**src/rtl/core/smx_pkg.sv**
```systemverilog
// ----------------------------------------------------------------------------
// smx_pkg
// Shared types and codes for the stack machine executor: instruction fields,
// primitive numbers, status codes and the decoded operation passed from the
// front end to the execution engine.
// ----------------------------------------------------------------------------
package smx_pkg;

  localparam int unsigned DATA_W   = 32;
  localparam int unsigned IMM_W    = 30;
  localparam int unsigned TYPE_W   = 2;
  localparam int unsigned STATUS_W = 3;
  localparam int unsigned DEPTH_W  = 11;

  localparam int unsigned QUEUE_DEPTH = 2;
  localparam int unsigned QUEUE_AW    = $clog2(QUEUE_DEPTH);
  localparam int unsigned QUEUE_CW    = $clog2(QUEUE_DEPTH + 1);

  // instruction types
  localparam logic [TYPE_W-1:0] TYPE_PUSH     = 2'd0;
  localparam logic [TYPE_W-1:0] TYPE_PRIM     = 2'd1;
  localparam logic [TYPE_W-1:0] TYPE_PUSH_NEG = 2'd2;
  localparam logic [TYPE_W-1:0] TYPE_BAD      = 2'd3;

  // primitive numbers
  localparam logic [IMM_W-1:0] PRIM_HALT = 30'd0;
  localparam logic [IMM_W-1:0] PRIM_ADD  = 30'd1;
  localparam logic [IMM_W-1:0] PRIM_SUB  = 30'd2;
  localparam logic [IMM_W-1:0] PRIM_MUL  = 30'd3;
  localparam logic [IMM_W-1:0] PRIM_DIV  = 30'd4;

  // result status codes
  localparam logic [STATUS_W-1:0] ST_OK        = 3'd0;
  localparam logic [STATUS_W-1:0] ST_HALT      = 3'd1;
  localparam logic [STATUS_W-1:0] ST_BAD_TYPE  = 3'd2;
  localparam logic [STATUS_W-1:0] ST_BAD_PRIM  = 3'd3;
  localparam logic [STATUS_W-1:0] ST_DIV_ZERO  = 3'd4;
  localparam logic [STATUS_W-1:0] ST_UNDERFLOW = 3'd5;
  localparam logic [STATUS_W-1:0] ST_OVERFLOW  = 3'd6;
  localparam logic [STATUS_W-1:0] ST_STOPPED   = 3'd7;

  typedef enum logic [2:0] {
    OP_PUSH,
    OP_HALT,
    OP_BAD_TYPE,
    OP_BAD_PRIM,
    OP_ADD,
    OP_SUB,
    OP_MUL,
    OP_DIV
  } op_e;

  typedef struct packed {
    op_e               kind;
    logic [DATA_W-1:0] value;
  } op_t;

  typedef struct packed {
    logic [STATUS_W-1:0] status;
    logic [DATA_W-1:0]   top;
    logic [DEPTH_W-1:0]  depth;
    logic                stopped;
  } result_t;

endpackage

```
**src/rtl/core/smx_queue.sv**
```systemverilog
// ----------------------------------------------------------------------------
// smx_queue
// Short FIFO of decoded operations between the front end and the engine.
// ----------------------------------------------------------------------------
module smx_queue
  import smx_pkg::*;
(
  input  logic clk_i,
  input  logic rst_ni,
  input  logic push_i,
  input  op_t  op_i,
  output logic full_o,
  input  logic pop_i,
  output logic valid_o,
  output op_t  op_o
);

  op_t                 entry_q [QUEUE_DEPTH];
  logic [QUEUE_AW-1:0] wr_ptr_q, wr_ptr_d;
  logic [QUEUE_AW-1:0] rd_ptr_q, rd_ptr_d;
  logic [QUEUE_CW-1:0] count_q, count_d;
  logic                do_push;
  logic                do_pop;

  assign full_o  = (count_q == QUEUE_CW'(QUEUE_DEPTH));
  assign valid_o = (count_q != '0);
  assign op_o    = entry_q[rd_ptr_q];
  assign do_push = push_i && !full_o;
  assign do_pop  = pop_i && valid_o;

  always_comb begin
    wr_ptr_d = do_push ? wr_ptr_q + 1'b1 : wr_ptr_q;
    rd_ptr_d = do_pop ? rd_ptr_q + 1'b1 : rd_ptr_q;
    count_d  = count_q;
    if (do_push && !do_pop) begin
      count_d = count_q + 1'b1;
    end else if (do_pop && !do_push) begin
      count_d = count_q - 1'b1;
    end
  end

  always_ff @(posedge clk_i or negedge rst_ni) begin
    if (!rst_ni) begin
      wr_ptr_q <= '0;
      rd_ptr_q <= '0;
      count_q  <= '0;
    end else begin
      wr_ptr_q <= wr_ptr_d;
      rd_ptr_q <= rd_ptr_d;
      count_q  <= count_d;
    end
  end

  always_ff @(posedge clk_i) begin
    if (do_push) begin
      entry_q[wr_ptr_q] <= op_i;
    end
  end

endmodule

```
**config.mk**
```make
export PLATFORM = sky130hd
export DESIGN_NAME = smx_queue
export DESIGN_NICKNAME = d
export VERILOG_FILES = /design/src/rtl/core/smx_pkg.sv /design/src/rtl/core/smx_queue.sv
export SDC_FILE = /design/constraint.sdc
export NUM_CORES = 1
export LEC_CHECK = 0
export BUFFER_PORTS_ARGS = -buffer_cell sky130_fd_sc_hd__buf_4
export CELL_PAD_IN_SITES_DETAIL_PLACEMENT = 1
export CELL_PAD_IN_SITES_GLOBAL_PLACEMENT = 1
export CORE_UTILIZATION = 40
export CTS_BUF_LIST = sky130_fd_sc_hd__clkbuf_16
export CTS_CLUSTER_DIAMETER = 30
export DETAILED_ROUTE_END_ITERATION = 8
export PLACE_DENSITY = 0.82
export SYNTH_ARGS = -nofsm -noshare
export SYNTH_HDL_FRONTEND = slang
export SYNTH_SLANG_ARGS = --single-unit
export TNS_END_PERCENT = 5
```
**constraint.sdc**
```tcl
create_clock -name clk_i -period 2.5 [get_ports clk_i]
set_input_delay 0.25 -clock clk_i [delete_from_list [all_inputs] [get_ports clk_i]]
set_output_delay 0.25 -clock clk_i [all_outputs]
set_load 0.02 [all_outputs]
```
==> reports/metrics.yaml <==
ys_types: 16
syn_area_sq_mm: 0.002877
setup_viol: 0
worst_setup_path_end_kind: "output pin"
syn_inst: 128
cts_tree: "built"
cts_made_buffers: 9
grtUsageTotal: 0.1500
antenna_found_initial: 0
cap_viol_max_count: 0
drt_wl_total_um: 5247
synthTopCellsByCount: "edfxtp_1 (70), mux2_4 (29), mux2_2 (6), dfrtp_1 (4)"
fin_crit_ns: 1.992
crit_path_cell_trace: "buf_12, mux2_4, buf_4"
area_delta_synth_final_pct: 33.71
reg2reg_setup_slack_ns: 0.77
gr-total-overflow: 0
num_vias: 1452
fin_crit_sh: 0.7967
yosysMostFrequentCell: "edfxtp_1"
vias_per_cell: 4.580
postCtsSetupBuffers: 0
yosysSeqAreaShare: 0.7656
cp_slowest_cell: "dfrtp_2"
htreeDepth: 3
dieHeight_um: 86.80
synthTopCellsByArea: "edfxtp_1 (73%), mux2_4 (15%), dfrtp_1 (3.5%), mux2_2 (2.3%), buf_12 (2.1%)"
status: "completed"
coreArea_sq_mm: 0.006869
synthFlopType: "edfxtp_1"
start_util: 0.4188
rsz0062_at_grt: "no"
path_clk_slew_ns: 0.06
grt_pass1_vias: 1491
drcViolationCount: 0
start_kind: "register"
p_leak_nw: 1.555
synth.top_cell.area_share: 0.7308
ctsResizeCount: 0
yosys_warnings: 0
path_delay_family: "flip-flops"
powerDensity_mw_per_mm2: 1251
grt_start_max_net_pins: 25
synth_edf_count: 70
syn_nets: 168
drtAntennaViolNets: 0
clkSinkCount: 74
worstPathMaxFanout: 22
ys_ff_latch: 74
hold_path.class: "input pin to register"
worstPathRequired_ns: 2.25
cpPeakStageDelay_ns: 0.65
fmax_mhz: 502.1
skew_ns: 0.006352
slew_viol_final: 0
cts_root_buf: "clkbuf_16"
pin_count: 76
relSlewSlack: 0.6110
ir_worst_vdd_mv: 0.5253
synth-async-reset-ratio: 0.05405
tns_ns: 0
clk_latency_ns: 0.32
hpwl_um: 3638
n_antenna_cell: 0
worstSetupPathType: "register to output pin"
finalNetCount: 256
whs_ns: 0.1101
arrival_ns: 1.74
post_drt_wl_per_cell_um: 16.55
final-hold-violation-count: 0
core.rowCount: 30
die-area_sq_mm: 0.007534
fp.dieW_um: 86.80
drt_iter0_drc: 68
drive_gt1_frac: 0.6018
synth_area_per_cell_sq_um: 22.47
first_pass_iters: 4
crit_buf_inv: 2
netlist.top_cell.by_area: "edfxtp_1"
clock_tree.buffer_depth: 2
total_power_mw: 4.811
grt_pass1_wl_um: 7907
worst_pin_slew_ns: 0.5835
io_buffers: 75
routabilityCongestion: 0.6680
==> routing by layer <==
metal,GRT usage,part of all wire,vias to the layer above
met3,0.04381,0.063,8
met1,0.1914,0.44,714
met2,0.2334,0.48,58
met5,0,0,-
met4,0.07727,0.013,0
li1,-,-,672
==> state kept, by name, indices dropped and copies added (netlist names) <==
name	count
entry_q	70
count_q	2
rd_ptr_q	1
wr_ptr_q	1
==> path summary, 6_finish.rpt <==
check,start,to,cells past startpoint
worst max-delay path,rd_ptr_q$_DFFE_PN0P_,op_o[22],3
worst min-delay path,op_i[9],entry_q[1][9]$_DFFE_PP_,1
worst max register to register,count_q[0]$_DFFE_PN0P_,entry_q[1][25]$_DFFE_PP_,3
worst min register to register,count_q[1]$_DFFE_PN0P_,count_q[1]$_DFFE_PN0P_,1
max in group asynchronous,rst_ni,rd_ptr_q$_DFFE_PN0P_,2
min in group asynchronous,rst_ni,count_q[1]$_DFFE_PN0P_,2
==> kinds of logic (layout without fill, tap and decap cells) <==
group                      count (synthesis)  count (layout)  share of synthesized area
xor gates and xnor gates                   5               5                    0.01523
adders and majority gates                  1               1                   0.004349
DFF                                       74              74                     0.7656
and+or+nand+nor                            7               7                    0.01262
muxes                                     35              35                     0.1749
buffers and inverters                      6              99                    0.02740
==> layout make-up <==
class / count / area [sq um]
Timing Repair Buffer: 81 / 623.1
Clock buffer: 9 / 225.2
Sequential cell: 74 / 2203
Inverter: 2 / 7.507
Multi-Input combinational cell: 48 / 604.3
Clock inverter: 7 / 62.56
Fill cell: 645 / 3023
Tap cell: 96 / 120.1
==> power by group <==
group / internal, mW / switching [mW] / total [mW] / leakage, nW
Combinational: 0.881 / 0.859 / 1.74 / 0.715
Sequential: 1.70 / 0.153 / 1.86 / 0.696
Clock: 0.760 / 0.453 / 1.21 / 0.144
Total: 3.35 / 1.47 / 4.81 / 1.55
==> cell usage in the layout, fill, tap and decap left out <==
master / count
clkbuf_16: 9
nor2_4: 1
mux2_4: 29
nand2_2: 1
mux2_2: 6
ha_1: 1
buf_4: 79
or2_1: 1
clkinvlp_4: 2
nand2_1: 1
nor2_1: 1
and3_2: 1
bufinv_16: 1
dfrtp_2: 1
nand2b_1: 1
xnor2_1: 3
buf_12: 1
inv_1: 4
clkinv_2: 2
xor2_1: 2
edfxtp_1: 70
dfrtp_1: 3
dlygate4sd3_1: 1
==> per-stage QoR <==
stage                     area, sq um  worst slack, ns  std cells    util
after floorplan                  2879           0.5476        128       -
after global placement           3548           0.8225        300  0.5166
after detailed placement         3548           0.7349        300  0.5166
after CTS                        3846           0.4867        317  0.5599
after global routing             3846           0.4461        317  0.5599
final                            3846           0.5083        317  0.5599
==> repair_timing <==
action / in CTS / in global routing
setup endpoints to repair: 0 / 0
endpoints found under the hold margin: 4 / 0
hold buffers: 1 / 0
(Power assumes the default switching activity.)
