`src/rtl/core/smx_pkg.sv`:
```
// ----------------------------------------------------------------------------
// smx_pkg
// Shared types and codes for the stack machine executor: instruction fields,
// primitive numbers, status codes and the decoded operation passed from the
// front end to the execution engine.
// ----------------------------------------------------------------------------
package smx_pkg;

  localparam int unsigned DATA_W   = 32;
  localparam int unsigned IMM_W    = 30;
  localparam int unsigned TYPE_W   = 2;
  localparam int unsigned STATUS_W = 3;
  localparam int unsigned DEPTH_W  = 11;

  localparam int unsigned QUEUE_DEPTH = 2;
  localparam int unsigned QUEUE_AW    = $clog2(QUEUE_DEPTH);
  localparam int unsigned QUEUE_CW    = $clog2(QUEUE_DEPTH + 1);

  // instruction types
  localparam logic [TYPE_W-1:0] TYPE_PUSH     = 2'd0;
  localparam logic [TYPE_W-1:0] TYPE_PRIM     = 2'd1;
  localparam logic [TYPE_W-1:0] TYPE_PUSH_NEG = 2'd2;
  localparam logic [TYPE_W-1:0] TYPE_BAD      = 2'd3;

  // primitive numbers
  localparam logic [IMM_W-1:0] PRIM_HALT = 30'd0;
  localparam logic [IMM_W-1:0] PRIM_ADD  = 30'd1;
  localparam logic [IMM_W-1:0] PRIM_SUB  = 30'd2;
  localparam logic [IMM_W-1:0] PRIM_MUL  = 30'd3;
  localparam logic [IMM_W-1:0] PRIM_DIV  = 30'd4;

  // result status codes
  localparam logic [STATUS_W-1:0] ST_OK        = 3'd0;
  localparam logic [STATUS_W-1:0] ST_HALT      = 3'd1;
  localparam logic [STATUS_W-1:0] ST_BAD_TYPE  = 3'd2;
  localparam logic [STATUS_W-1:0] ST_BAD_PRIM  = 3'd3;
  localparam logic [STATUS_W-1:0] ST_DIV_ZERO  = 3'd4;
  localparam logic [STATUS_W-1:0] ST_UNDERFLOW = 3'd5;
  localparam logic [STATUS_W-1:0] ST_OVERFLOW  = 3'd6;
  localparam logic [STATUS_W-1:0] ST_STOPPED   = 3'd7;

  typedef enum logic [2:0] {
    OP_PUSH,
    OP_HALT,
    OP_BAD_TYPE,
    OP_BAD_PRIM,
    OP_ADD,
    OP_SUB,
    OP_MUL,
    OP_DIV
  } op_e;

  typedef struct packed {
    op_e               kind;
    logic [DATA_W-1:0] value;
  } op_t;

  typedef struct packed {
    logic [STATUS_W-1:0] status;
    logic [DATA_W-1:0]   top;
    logic [DEPTH_W-1:0]  depth;
    logic                stopped;
  } result_t;

endpackage

```
`src/rtl/core/smx_front.sv`:
```
// ----------------------------------------------------------------------------
// smx_front
// Input side: takes instruction beats and classifies each into a decoded
// operation with its push value, then hands it to the operation queue.
// ----------------------------------------------------------------------------
module smx_front
  import smx_pkg::*;
(
  input  logic              in_valid_i,
  output logic              in_stall_o,
  input  logic [DATA_W-1:0] instruction_i,
  input  logic              queue_full_i,
  output logic              queue_push_o,
  output op_t               queue_op_o
);

  logic [TYPE_W-1:0] inst_type;
  logic [IMM_W-1:0]  imm;
  logic [DATA_W-1:0] imm_ext;

  assign inst_type = instruction_i[DATA_W-1 -: TYPE_W];
  assign imm       = instruction_i[IMM_W-1:0];
  assign imm_ext   = {{(DATA_W-IMM_W){1'b0}}, imm};

  always_comb begin
    queue_op_o.value = imm_ext;
    queue_op_o.kind  = OP_BAD_TYPE;
    case (inst_type)
      TYPE_PUSH: begin
        queue_op_o.kind = OP_PUSH;
      end
      TYPE_PUSH_NEG: begin
        queue_op_o.kind  = OP_PUSH;
        queue_op_o.value = DATA_W'(0) - imm_ext;
      end
      TYPE_PRIM: begin
        case (imm)
          PRIM_HALT: queue_op_o.kind = OP_HALT;
          PRIM_ADD:  queue_op_o.kind = OP_ADD;
          PRIM_SUB:  queue_op_o.kind = OP_SUB;
          PRIM_MUL:  queue_op_o.kind = OP_MUL;
          PRIM_DIV:  queue_op_o.kind = OP_DIV;
          default:   queue_op_o.kind = OP_BAD_PRIM;
        endcase
      end
      default: begin
        queue_op_o.kind = OP_BAD_TYPE;
      end
    endcase
  end

  assign in_stall_o   = queue_full_i;
  assign queue_push_o = in_valid_i && !queue_full_i;

endmodule

```
`config.mk`:
```
export PLATFORM = sky130hd
export DESIGN_NAME = smx_front
export DESIGN_NICKNAME = d
export VERILOG_FILES = /design/src/rtl/core/smx_pkg.sv /design/src/rtl/core/smx_front.sv
export SDC_FILE = /design/constraint.sdc
export NUM_CORES = 1
export LEC_CHECK = 0
export ABC_AREA = 1
export BUFFER_PORTS_ARGS = -buffer_cell sky130_fd_sc_hd__buf_2
export CORE_MARGIN = 10
export CORE_UTILIZATION = 42
export DETAILED_ROUTE_END_ITERATION = 8
export PLACE_DENSITY_LB_ADDON = 0.08
export SETUP_SLACK_MARGIN = 0.15
export SLEW_MARGIN = 30
export SYNTH_ARGS = -nofsm -noshare
export SYNTH_HDL_FRONTEND = slang
export SYNTH_SLANG_ARGS = --single-unit
```
`constraint.sdc`:
```
create_clock -name vclk -period 1.4
set_input_delay 0.21 -clock vclk [all_inputs]
set_output_delay 0.21 -clock vclk [all_outputs]
set_load 0.05 [all_outputs]
```
==> results by stage, run 1 <==
Outcome:
- The flow did not finish.
- The last stage the flow got to is 4_1_cts.
- The tool reported: "[ERROR DPL-0038] Utilization greater than 100%, impossible to legalize".

Clock network:
- After clock tree synthesis, the repair step resized 148 gates.
- The number of buffers added to fix hold violations after cts is 0.
- After clock tree synthesis, the setup repair step added 9 buffers.

Synth:
- The synthesized netlist devotes between 7 and 8% of its cell area to compound gates.
- Yosys printed 0 warnings.
- The largest total area in the synthesized netlist belongs to nand2_1.
- A synthesized cell averages approximately 5.3 um^2.
- The cell area that synthesis handed to floorplanning was 1170 um^2.
- By instance count, the leading cell after synthesis is nand2_1.
- The mux contribution to synthesized area is 0%.
- Summing the areas of all and, or, nand and nor instances in the mapped netlist gives between 50 and 60% of the synthesized area.
- After synthesis, the largest family of logic cells by area is simple AND/OR/NAND/NOR gates.
- After Yosys synthesis, XOR and XNOR cells account for 14.1% of the synthesized area.
- Of the total synthesized cell area, the portion taken by full adders, half adders and majority gates is about 4.3%.
- The share of the Yosys chip area taken by registers is 0%.
- When the netlist entered floorplanning its net count stood at ~260.
- The instance count of the mapped netlist is 219.
- The area share of the leading cell type in the synthesized netlist is 20.2%.
- Ranked by instance count, the synthesized netlist is headed by 63 x nand2_1, 33 x inv_1, 25 x nor2_1.
- The count of cell types in the netlist is 26.
- Sorting the synthesized cells by area gives the leading types as nand2_1 20%, inv_1 11%, xor2_1 10%.

Die:
- The cell row count is 19.
- The initial utilization of the core area, before any placement, comes to 43.1%.
- The die outline width is 72.8 um.
- During I/O placement, the number of pins put on the boundary was 71.
- The floorplan step set the die height to 72.8 um.

Placed design:
- The half-perimeter wire length after placement is between 5 and 6 mm.
- The count of input and output buffers is between 70 and 80.
- At the end of routability-driven placement, the weighted congestion stood at a little under 0.9.
## stage by stage
stage	setup WS [ns]	instance area, um^2	instances	util, %
detailed placement	-0.421	2540	377	93.6
global placement	-0.333	2540	377	93.6
floorplan	-0.112	1720	219	-
## cell families after synthesis
family,Yosys count
AO/OA/AOI/OAI,17
XOR/XNOR,18
buffers and inverters,40
adder cells (fa/ha/maj),4
AND/OR/NAND/NOR,140
==> inputs of run 2 (changes only) <==
--- a/config.mk
+++ b/config.mk
@@ -8,10 +8,9 @@
 export ABC_AREA = 1
 export BUFFER_PORTS_ARGS = -buffer_cell sky130_fd_sc_hd__buf_2
 export CORE_MARGIN = 10
-export CORE_UTILIZATION = 42
+export CORE_UTILIZATION = 30
 export DETAILED_ROUTE_END_ITERATION = 8
-export PLACE_DENSITY_LB_ADDON = 0.08
-export SETUP_SLACK_MARGIN = 0.15
+export PLACE_DENSITY_LB_ADDON = 0.15
 export SLEW_MARGIN = 30
 export SYNTH_ARGS = -nofsm -noshare
 export SYNTH_HDL_FRONTEND = slang
==> constraint.sdc (replaced) <==
create_clock -name vclk -period 1.8
set_input_delay 0.27 -clock vclk [all_inputs]
set_output_delay 0.27 -clock vclk [all_outputs]
set_load 0.05 [all_outputs]
==> run 2 against run 1 <==
  * The flow now finishes without violations
  * Synthesized area unchanged
  * Synthesized cell count unchanged
==> results by stage, run 2 <==
Route:
- The number of search-and-repair iterations in the first detailed-routing pass is 4.
- Using the TritonRoute via totals, the vias-per-cell ratio works out to 4.47.
- Once detail routing completed, the nets flagged for antenna violations numbered 0.
- The first routing iteration left 54 violations.
- For this run, design rule violations remaining after detail routing come to 0.
- The routed layout has approximately 1600 vias.
- In the final routed layout, each cell accounts on average for around 12 um.
- After detailed routing, the total wire length is roughly 4.1 mm.

Die:
- The total area inside the core boundary comes to about 3700 um^2.
- The vertical die dimension is 82.4 um (was 72.8 um).
- The initial standard-cell utilization of the core is 31.4% (was 43.1%).
- The total die area is 6790 um^2.
- The die outline width is 82.4 um (was 72.8 um).
- The cell row count was 22 (was 19).
- The I/O pin count is 71 (unchanged).

Worst setup path:
- The maximum fanout along the worst path is 4.
- STA classifies the critical path endpoint as an output pin.
- The arrival time of the worst setup path is 1.48 ns.
- The worst setup path is launched from a primary input.
- Data on the critical path is required at its endpoint by ~1.5 ns.
- The worst setup path is of the primary input to output pin kind.

Global route:
- The initial antenna violation count was 0.
- The overall global routing resource usage is 11.4%.
- The via count of the first global-routing pass is between 1500 and 2000.
- Entering global routing, the biggest net connects 11 pins.
- Global routing finished with a remaining overflow of 0.
- The global-route wire length before repair is approximately 6.7 mm.

Synth:
- The cell area after synthesis is 1170 um^2 (unchanged).
- Most instantiated cells after synthesis: 63 x nand2_1, 33 x inv_1, 25 x nor2_1 (unchanged).
- The cell type with the highest aggregate area in the netlist is nand2_1 (unchanged).
- The average size of a mapped cell is 5.34 um^2 (unchanged).
- The instance count of the mapped netlist came to 219 (unchanged).
- The count of cell types in the netlist is 26 (unchanged).
- The post-synth net total was 257 (unchanged).
- The area share of the leading cell type in the synthesized netlist came to 20.2% (unchanged).
- The number of synthesis warnings was 0 (unchanged).
- The most common cell in the netlist is nand2_1 (unchanged).
- Synth area leaders: nand2_1 20%, inv_1 11%, xor2_1 10% (unchanged).
- The register area share after synthesis was 0% (unchanged).

Layout:
- The post-synthesis to final-layout area growth is 68.0%.
- The final standard cell count with taps included and fillers excluded is roughly 350.
- The clock tree buffer count of the final layout is 0.
- 0 antenna diodes ended up in the layout.
- Of the cells placed in the final design, the portion with a size suffix greater than 1 is 48.0%.
- The utilization after layout is 52.8%.
- The filler cell count in the final layout is 423.
- The number of nets in the layout is ~340.
- The sequential standard cell area is 0 um^2.
- The most common library cell in the layout ignoring fill and taps is nand2_1.
- Leaving out fill and tap cells, the most frequent cells in the layout are 61 x nand2_1, 53 x buf_2, 30 x inv_1.
- There are 0 flip-flops and latches.
- With fillers left out, the area of the finished cells amounts to between 1500 and 2000 um^2.

Power:
- The worst vdd rail ir drop is 0.142 mV.
- The power per cell area is approximately 350 nW/um^2.
- For this design the static power due to leakage is around 1.1 nW.

Timing:
- At the pin with the least slew margin, the transition time is ~0.40 ns.
- The final count of hold timing violations is 0.
- The upper clock frequency limit is 0.571 GHz.
- Subtracting the final worst setup slack from the clock period gives around 1.8 ns.
- The ratio of final minimum period to clock period is between 90% and 100%.
- Setup slack on the critical path of the routed design comes to 0.0499 ns.
- The max-slew violation count is 0.
- The worst pin sits at a relative slew slack of around 73%.
- The worst hold margin is around 0.85 ns.
- Setup repair after global routing could not meet its margin everywhere.
- Setup violations remaining at the end of the flow were counted as 0.

Worst hold path:
- The tightest min-delay check is of the primary input to output pin type.

Clock network:
- The number of buffers added to fix hold violations after cts was 0 (unchanged).

Placed design:
- The placed standard-cell area is 1790 um^2 (was 2540 um^2).
- The worst setup slack after placement came to -0.0677 ns (was -0.421 ns).
- The count of input and output buffers is 71 (unchanged).
- The routability congestion estimate came to 0.870 (was 0.893).
- The half-perimeter wire length after placement is 3.63 mm (was 5.49 mm).
- The cell total after placement is 351 (was 377).

Job:
- The max capacitance violation total is 0.

Outcome:
- Result of the run: complete, no violations (was stopped before the end).
run 2: cell counts after synthesis:
Identical to the previous run, type by type.
run 2: per-stage QoR:
step / setup TNS, ns / power, mW
after detailed placement: -0.478 / 0.651
final: 0 / 0.696
after floorplan: -0.786 / 0.463
after global routing: -0.0502 / 0.747
after CTS: 0 / 0.666
after global placement: -0.273 / 0.651
run 2: repair_timing:
| action | CTS | global route |
|---|---|---|
| buffers inserted | 0 | 0 |
| pin swaps | 0 | 6 |
| cloned | 0 | 1 |
| resized for setup | 11 | 46 |
| endpoints found under the setup margin | 15 | 26 |
run 2: final cells by class:
type,count,area [um^2],share of cell area (%)
tap,48,60.1,3.06
timing repair buffer,89,558,28.4
inverter,35,131,6.69
multi-input combinational,180,1210,61.8
run 2: worst max-delay path: stages:
cell and delay (ns):
buf_2 0.11, inv_2 0.07, buf_4 0.13, nand3_4 0.10, nor2_4 0.20, buf_4 0.15
a21oi_1 0.06, xor2_1 0.14, clkbuf_4 0.25
run 2: kinds of logic after synthesis:
family	count (synthesis)	synth area share, %
XOR/XNOR	18	14.1
adder cells (fa/ha/maj)	4	4.28
AND/OR/NAND/NOR	140	59.6
AO/OA/AOI/OAI	17	7.71
buffers and inverters	40	14.2
run 2: path summary, 6_finish.rpt:
kind	from	to	slack, ns	cells after the start
max	instruction_i[0]	queue_op_o[9]	0.05	9
min	queue_full_i	in_stall_o	0.85	2
run 2: power by group:
group / switching (mW) / internal [mW]
Combinational: 0.484 / 0.212
Sequential: 0 / 0
Clock: 0 / 0
Total: 0.484 / 0.212
run 2: routing by layer:
metal  up-vias  global-route usage (%)  share of wire [%]
met5         -                       0                  0
met4         0                       0                  0
met3         0                    2.16                8.2
met2        34                    21.2                 49
met1       696                    14.0                 43
li1        844                       -                  -
(Power assumes the default switching activity.)
